### src/sv/tte_pkg.sv
package tte_pkg;

	// Screen geometry
	localparam int COLUMNS = 80;
	localparam int ROWS    = 25;
	localparam int CELLS   = COLUMNS * ROWS;
	localparam int ADDR_W  = $clog2(CELLS);

	// Field widths
	localparam int COL_W  = 7;
	localparam int ROW_W  = 5;
	localparam int CELL_W = 16;

	// Control bytes
	localparam logic [7:0] BYTE_ESC   = 8'd27;
	localparam logic [7:0] BYTE_LF    = 8'd10;
	localparam logic [7:0] BYTE_CR    = 8'd13;
	localparam logic [7:0] BYTE_SPACE = 8'h20;

	// Escape command letters
	localparam logic [7:0] CMD_GOTO   = 8'h47; // G
	localparam logic [7:0] CMD_UP     = 8'h55; // U
	localparam logic [7:0] CMD_DOWN   = 8'h44; // D
	localparam logic [7:0] CMD_RIGHT  = 8'h52; // R
	localparam logic [7:0] CMD_ATTR   = 8'h41; // A
	localparam logic [7:0] CMD_BELL   = 8'h42; // B
	localparam logic [7:0] CMD_STYLE  = 8'h43; // C
	localparam logic [7:0] CMD_CLS    = 8'h53; // S
	localparam logic [7:0] CMD_CLRLN  = 8'h4C; // L

	// Cursor style codes
	localparam logic [7:0] STYLE_HIDDEN = 8'd2;
	localparam logic [7:0] STYLE_HALF   = 8'd3;
	localparam logic [7:0] STYLE_BLOCK  = 8'd4;

	// Reset values
	localparam logic [7:0] ATTR_RESET  = 8'd7;
	localparam logic [7:0] TONE_RESET  = 8'd1;
	localparam logic [7:0] LEN_RESET   = 8'd10;
	localparam logic [7:0] STYLE_RESET = 8'd128;

	// Parser phases
	typedef enum logic [2:0] {
		PH_TEXT  = 3'd0,
		PH_ESC   = 3'd1,
		PH_COL   = 3'd2,
		PH_ROW   = 3'd3,
		PH_ATTR  = 3'd4,
		PH_TONE  = 3'd5,
		PH_LEN   = 3'd6,
		PH_STYLE = 3'd7
	} phase_t;

	// Controller to datapath
	typedef struct packed {
		logic accept;
		logic clr_step;
		logic load_out;
	} tte_cmd_t;

	// Datapath to controller
	typedef struct packed {
		logic clr_start;
		logic clr_last;
	} tte_stat_t;

endpackage

### src/sv/tte_ctrl.sv
module tte_ctrl
	import tte_pkg::*;
(
	input  logic      clk,
	input  logic      arst_n,
	input  logic      in_valid,
	output logic      in_stall,
	output logic      out_valid,
	input  logic      out_stall,
	input  tte_stat_t stat,
	output tte_cmd_t  cmd
);

	typedef enum logic [1:0] {
		ST_IDLE,
		ST_CLEAR,
		ST_DONE
	} state_t;

	state_t state_q;
	logic   out_valid_q;
	logic   out_free;

	assign out_free = !out_valid_q || !out_stall;

	// Commands
	always_comb begin
		cmd.accept   = (state_q == ST_IDLE) && in_valid;
		cmd.clr_step = (state_q == ST_CLEAR);
		cmd.load_out = (state_q == ST_DONE) && out_free;
	end

	assign in_stall  = (state_q != ST_IDLE);
	assign out_valid = out_valid_q;

	// Sequence each item and hold the result flag
	always_ff @(posedge clk or negedge arst_n) begin
		if (!arst_n) begin
			state_q     <= ST_IDLE;
			out_valid_q <= 1'b0;
		end else begin
			if (cmd.load_out) begin
				out_valid_q <= 1'b1;
			end else if (!out_stall) begin
				out_valid_q <= 1'b0;
			end
			case (state_q)
				ST_IDLE: begin
					if (in_valid) begin
						state_q <= stat.clr_start ? ST_CLEAR : ST_DONE;
					end
				end
				ST_CLEAR: begin
					if (stat.clr_last) begin
						state_q <= ST_DONE;
					end
				end
				ST_DONE: begin
					if (out_free) begin
						state_q <= ST_IDLE;
					end
				end
				default: state_q <= ST_IDLE;
			endcase
		end
	end

	// A result is never loaded over one still waiting
	a_no_overwrite: assert property (@(posedge clk) disable iff (!arst_n)
		cmd.load_out |-> !(out_valid_q && out_stall))
		else $error("result overwritten while stalled");

	// No item is taken while a clear is in progress
	a_clear_blocks: assert property (@(posedge clk) disable iff (!arst_n)
		(state_q == ST_CLEAR) |-> !cmd.accept)
		else $error("item accepted during clear");

	// A clear always ends in a result
	a_clear_done: assert property (@(posedge clk) disable iff (!arst_n)
		(state_q == ST_CLEAR && stat.clr_last) |=> (state_q == ST_DONE))
		else $error("clear did not finish into result");

endmodule

### config.mk
export PLATFORM = sky130hd
export DESIGN_NAME = tte_ctrl
export DESIGN_NICKNAME = d
export VERILOG_FILES = /design/src/sv/tte_pkg.sv /design/src/sv/tte_ctrl.sv
export SDC_FILE = /design/constraint.sdc
export NUM_CORES = 1
export LEC_CHECK = 0
export ABC_AREA = 1
export BUFFER_PORTS_ARGS = -buffer_cell sky130_fd_sc_hd__buf_2
export CAP_MARGIN = 20
export CORE_AREA = 5 5 42 44
export CTS_CLUSTER_SIZE = 28
export DETAILED_ROUTE_END_ITERATION = 8
export DIE_AREA = 0 0 47 49
export SKIP_LAST_GASP = 1
export SLEW_MARGIN = 40
export SYNTH_ARGS = -nofsm -noshare
export SYNTH_HDL_FRONTEND = slang
export SYNTH_SLANG_ARGS = --single-unit
### constraint.sdc
create_clock -name clk -period 1 [get_ports clk]
set_input_delay 0.15 -clock clk [delete_from_list [all_inputs] [get_ports clk]]
set_output_delay 0.15 -clock clk [all_outputs]
set_load 0.02 [all_outputs]
==> flow_summary.json, run 1 <==
{
  "ys_types": 9,
  "syn_inst": 27,
  "grt_usage_pct": 4.87,
  "worstPathRequired_ns": 0.85,
  "crit_buf_inv": 3,
  "fin_skew_ns": 0.00116,
  "core_um2": 1400,
  "cts_tree": "built",
  "ff2ff_setup_slack_ns": -0.02,
  "initial_core_util_pct": 13.1,
  "die_w_um": 47,
  "finalSetupViolCount": 5,
  "final-hold-violation-count": 0,
  "finalPower_mw": 1.18,
  "drv_slew": 0,
  "dr.pass1.iters": 4,
  "worst_path_max_delay_cell": "dfrtp_1",
  "ys_ff_latch": 3,
  "ir_worst_vdd_mv": 0.889,
  "rr_worst_depth": 6,
  "final_core_util_pct": 26.2,
  "finalInstanceArea_um2": 367,
  "reg2reg_from": "state_q[1]$_DFFE_PN0P_",
  "place_ws_ns": -0.0218,
  "drtIter0Drc": 4,
  "critical_path_class": "register to output port",
  "port_buffers": 10,
  "cp_num_cells": 4,
  "worst_setup_path_start_kind": "register",
  "holdPathStages": 3,
  "avgRoutedWirePerCell_um": 7.82,
  "antenna_found_initial": 0,
  "rows": 14,
  "worstMarginPinSlew_ns": 0.168,
  "clk_pin_slew_worst_paths_ns": 0.04,
  "synthesis.nets": 33,
  "violations": "negative setup slack",
  "hp-start": "out_stall",
  "cts_buffers": 3,
  "yosys_warnings": 0,
  "wl_um": 485,
  "place_area_um2": 279,
  "syn_to_final_growth_pct": 99.3,
  "path_max_fanout": 3,
  "crit_path_max_incr_delay_ns": 0.41,
  "ios": 11,
  "n_antenna_cell": 0,
  "whs_endpoint": "out_valid$_DFFE_PN0P_",
  "die_y_um": 49,
  "htree_levels": 1,
  "final_layout_size_suffix_gt1_share_pct": 58.7,
  "die-area_um2": 2300,
  "p_leak_nw": 0.212,
  "worst_slack_ns": -0.222,
  "fin_crit_sh_pct": 122,
  "grt_setup_unrepaired": "yes",
  "grt_max_degree": 4,
  "drc": 0,
  "fmax_ghz": 0.818,
  "cellPowerDensity_nw_per_um2": 3210,
  "hold_path.class": "primary input to register",
  "drv_cap": 0,
  "cts_root_buffer": "clkbuf_4",
  "nets": 53,
  "grt_pass1_vias": 214,
  "clk_path_buf_depth": 2,
  "ant_nets": 0,
  "synth.avg_cell_area_um2": 6.81,
  "r2r_end": "state_q[0]$_DFFE_PN0P_",
  "status": "complete, but fails checks",
  "cpMostUsedCell": "buf_4",
  "critPathArrivalTime_ns": 1.07,
  "grt_pass1_wl_um": 683,
  "netlist_area_um2": 184,
  "vias": 221,
  "gr-total-overflow": 0,
  "layout_min_cycle_time_ns": 1.22,
  "cts.sinks": 3,
  "synth-seq-area-share_pct": 40.8,
  "gp_congestion": 0.746,
  "via_per_inst": 3.56,
  "insertion_delay_ns": 0.24,
  "path_delay_family": "flip-flops",
  "max_slew_margin_pct": 88.8,
  "hpwl_um": 369,
  "crit_path_end_kind": "output port",
  "crit_chain": "buf_4, inv_1, nor2_1, buf_4",
  "nFillCells": 162
}
[worst max-delay path by stage]
stage	startpoint	endpoint	slack [ns]
floorplan	state_q[1]$_DFFE_PN0P_	cmd[2]	-0.01
global placement	state_q[1]$_DFFE_PN0P_	cmd[2]	-0.03
detailed placement	state_q[1]$_DFFE_PN0P_	cmd[2]	-0.02
CTS	state_q[0]$_DFFE_PN0P_	cmd[2]	-0.21
global route	state_q[0]$_DFFE_PN0P_	cmd[1]	-0.26
finish	state_q[0]$_DFFE_PN0P_	cmd[1]	-0.22
[layout make-up]
| cell class | count | area, um2 | share of cell area (%) |
|---|---|---|---|
| multi-input cells | 17 | 110 | 30.0 |
| repair buffers | 15 | 109 | 29.7 |
| flip-flops and latches | 3 | 75.1 | 20.5 |
| clock buffers | 4 | 26.3 | 7.17 |
| inverters | 7 | 26.3 | 7.17 |
| well taps | 16 | 20.0 | 5.46 |
[worst reg2reg max path, delay by kind of cell (launching register included)]
family	cells	cell delay, ns
AND/OR/NAND/NOR	3	0.22
buffers and inverters	2	0.22
AO/OA/AOI/OAI	1	0.10
flip-flops	1	0.40
[registers in the layout, indices dropped and copies added (netlist names)]
signal / count
state_q: 2
out_valid: 1
[repair_timing]
| item | CTS | global route |
|---|---|---|
| resized for setup | 6 | 6 |
| endpoints found under the setup margin | 5 | 6 |
| setup buffers | 2 | 1 |
| pin swaps | 2 | 2 |
| hold buffers | 1 | 0 |
| hold endpoints to repair | 3 | 0 |
[report_power, final]
part | total (mW) | switching [mW] | internal, mW
Combinational | 0.731 | 0.389 | 0.342
Clock | 0.217 | 0.0668 | 0.150
Sequential | 0.228 | 0.0510 | 0.177
[cells in the mapped netlist]
| library cell | number | area [um2] |
|---|---|---|
| nor2_2 | 1 | 6.26 |
| nor2_1 | 4 | 15.0 |
| nand2_1 | 9 | 33.8 |
| dfrtp_1 | 3 | 75.1 |
| o21bai_2 | 1 | 11.3 |
| inv_2 | 1 | 3.75 |
| o21ai_2 | 1 | 8.76 |
| inv_1 | 6 | 22.5 |
| nand3b_1 | 1 | 7.51 |
[metal layers]
layer  vias to the layer above  track usage (%)  wire length [um]
met3                         3                0                36
met2                        10             6.56               234
li1                        115                -                 -
met5                         -                0                 0
met4                         0             9.68                30
met1                        93             4.21               182
[kinds of logic after synthesis]
kind of cell    count (synthesis)  synth area share [%]
simple gates                   15                  34.0
buf+inv                         7                  14.3
flops                           3                  40.8
compound gates                  2                  10.9
[through the flow]
step                      hold WS [ns]  TNS (ns)  instances
after floorplan                 -0.146   -0.0132         27
after detailed placement       -0.0548   -0.0226         55
after global routing             0.170     -1.10         62
after global placement         -0.0538   -0.0268         55
final                            0.150    -0.777         62
after CTS                        0.152    -0.778         62
[cells in the final DEF, fill, tap and decap left out, drive strengths merged]
| cell type | instances |
|---|---|
| buf | 14 |
| nand2 | 9 |
| inv | 7 |
| nor2 | 5 |
| clkbuf | 4 |
| dfrtp | 3 |
| nand3b | 1 |
| o21bai | 1 |
| o21ai | 1 |
| dlygate4sd3 | 1 |
Power figures use the tool's default switching activity.
==> run 2, diff against run 1 <==
CORE_AREA = 4 4 41 43   (was 5 5 42 44)
DIE_AREA = 0 0 45 47   (was 0 0 47 49)
PLACE_DENSITY_LB_ADDON = 0.05   (was default)
==> flow_summary.json, run 2 (same netlist as run 1, synthesis figures left out) <==
{
  "status": "complete, but fails checks",
  "violations": "negative setup slack",
  "finalInstanceArea_um2": 372,
  "rows": 13,
  "cellPowerDensity_nw_per_um2": 3270,
  "worstMarginPinSlew_ns": 0.145,
  "vias": 224,
  "ff2ff_setup_slack_ns": -0.18,
  "htree_levels": 1,
  "nets": 55,
  "grt_setup_unrepaired": "yes",
  "insertion_delay_ns": 0.23,
  "layout_min_cycle_time_ns": 1.20,
  "largest_reg_flops": 2,
  "switching_share_pct": 41.5,
  "fin_skew_ns": 0.000828,
  "avgRoutedWirePerCell_um": 8.62,
  "max_slew_margin_pct": 90.3,
  "via_per_inst": 3.56,
  "register_area_um2": 76.3,
  "grt_usage_pct": 6.57,
  "hpwl_um": 407,
  "crit_path_end_kind": "output port",
  "fin_crit_sh_pct": 120,
  "critical_path_class": "register to output port",
  "drv_slew": 0,
  "final_layout_size_suffix_gt1_share_pct": 60.4,
  "worst_path_max_delay_cell": "dfrtp_1",
  "antenna_found_initial": 0,
  "grtUsageMet1_pct": 5.95,
  "wl_um": 543,
  "crit_path_max_incr_delay_ns": 0.41,
  "drv_cap": 0,
  "gr-total-overflow": 0,
  "ir_worst_vdd_mv": 0.794,
  "final_cell_mix": "9 x nand2_1, 7 x buf_2, 6 x buf_4, 4 x inv_1",
  "pwr-share-clk_pct": 17.4,
  "worst_slack_ns": -0.200,
  "drtIter0Drc": 1,
  "syn_to_final_growth_pct": 102,
  "p_int_mw": 0.710,
  "worstPathRequired_ns": 0.85,
  "regMostFlops": "state_q",
  "crit_chain": "nor2_2, inv_2, nor2_4, buf_6",
  "clk_path_buf_depth": 2,
  "worst_setup_path_start_kind": "register",
  "final-hold-violation-count": 0,
  "die_y_um": 47,
  "power.switching_mw": 0.504,
  "clk_pin_slew_worst_paths_ns": 0.04,
  "multi_input_area_um2": 100,
  "n_antenna_cell": 0,
  "pwr-share-seq_pct": 19.6,
  "dr.pass1.iters": 2,
  "hold_path.class": "primary input to register",
  "grt_pass1_wl_um": 890,
  "fmax_ghz": 0.833,
  "cts_buffers": 3,
  "finalSetupViolCount": 6,
  "die_w_um": 45,
  "ios": 11,
  "core_um2": 1300,
  "path_max_fanout": 3,
  "die-area_um2": 2120,
  "finalPower_mw": 1.21,
  "crit_buf_inv": 2,
  "port_buffers": 10,
  "cts.sinks": 3,
  "met3_usage_pct": 4.60,
  "ant_nets": 0,
  "cts_root_buffer": "clkbuf_4",
  "grt_max_degree": 4,
  "grt_pass1_vias": 229,
  "nFillCells": 151,
  "initial_core_util_pct": 14.1,
  "comb_power_share_pct": 63.0,
  "drc": 0,
  "path_delay_family": "flip-flops",
  "p_leak_nw": 0.219,
  "place_area_um2": 270,
  "layout_commonest_cell": "nand2_1",
  "use_met2_pct": 10.2,
  "cts_tree": "built",
  "critPathArrivalTime_ns": 1.05,
  "gp_congestion": 0.647,
  "grt_busiest_layer": "met2"
}
-- run 2: cell count changes in the layout (fill, tap and decap cells not counted) --
| cell | before | now |
|---|---|---|
| dfrtp_1 | 3 | 2 |
| dfrtp_2 | 0 | 1 |
| buf_4 | 4 | 6 |
| nand2_2 | 1 | 0 |
| nand2_1 | 8 | 9 |
| o21bai_2 | 0 | 1 |
| o21bai_4 | 1 | 0 |
-- run 2: path summary, 6_finish.rpt --
kind / start / endpoint / cells after the start
hold reg to reg: out_valid$_DFFE_PN0P_ / out_valid$_DFFE_PN0P_ / 2
min in group asynchronous: arst_n / out_valid$_DFFE_PN0P_ / 2
max in group asynchronous: arst_n / state_q[0]$_DFFE_PN0P_ / 2
setup reg to reg: state_q[1]$_DFFE_PN0P_ / state_q[0]$_DFFE_PN0P_ / 7
setup / recovery: state_q[1]$_DFFE_PN0P_ / cmd[2] / 4
hold / removal: out_stall / out_valid$_DFFE_PN0P_ / 3
-- run 2: through the flow --
stage	setup slack, ns	utilization (%)	hold WS, ns	TNS [ns]	std cells
3_5_place_dp	-0.0772	20.8	-0.0486	-0.0914	53
5_1_grt	-0.265	28.6	0.163	-1.47	63
4_1_cts	-0.203	27.6	0.161	-1.09	63
3_3_place_gp	-0.0653	20.8	-0.0526	-0.0694	53
6_report	-0.200	28.6	0.167	-1.06	63
2_1_floorplan	-0.0132	-	-0.146	-0.0132	27
-- run 2: worst reg2reg max path, delay by kind of cell (launching register included) --
kind,cells,cell delay (ns)
buffers and inverters,3,0.30
AOI/OAI and AO/OA,1,0.05
and+or+nand+nor,3,0.30
DFF,1,0.41
-- run 2: final cells by class --
type	instances	area share, %
Sequential cell	3	20.5
Multi-Input combinational cell	17	26.9
Inverter	7	7.07
Timing Repair Buffer	17	33.3
Clock buffer	4	7.07
Tap cell	15	5.05
-- run 2: metal layers --
layer,routed length (um),vias up
met2,306,4
li1,-,118
met3,22,0
met5,0,-
met1,214,102
met4,0,0
-- run 2: power by group through the flow --
stage	combinational, mW	sequential, mW	clock (mW)
3_3_place_gp	0.521	0.221	0
2_1_floorplan	0.337	0.241	0
6_report	0.765	0.238	0.211
5_1_grt	0.838	0.245	0.246
3_5_place_dp	0.522	0.219	0
4_1_cts	0.736	0.227	0.221
-- run 2: timing repair --
item,CTS,global route
endpoints found under the setup margin,4,6
pin swaps,1,1
hold buffers,1,0
resized for setup,6,5
endpoints found under the hold margin,3,0
buffers inserted,5,0
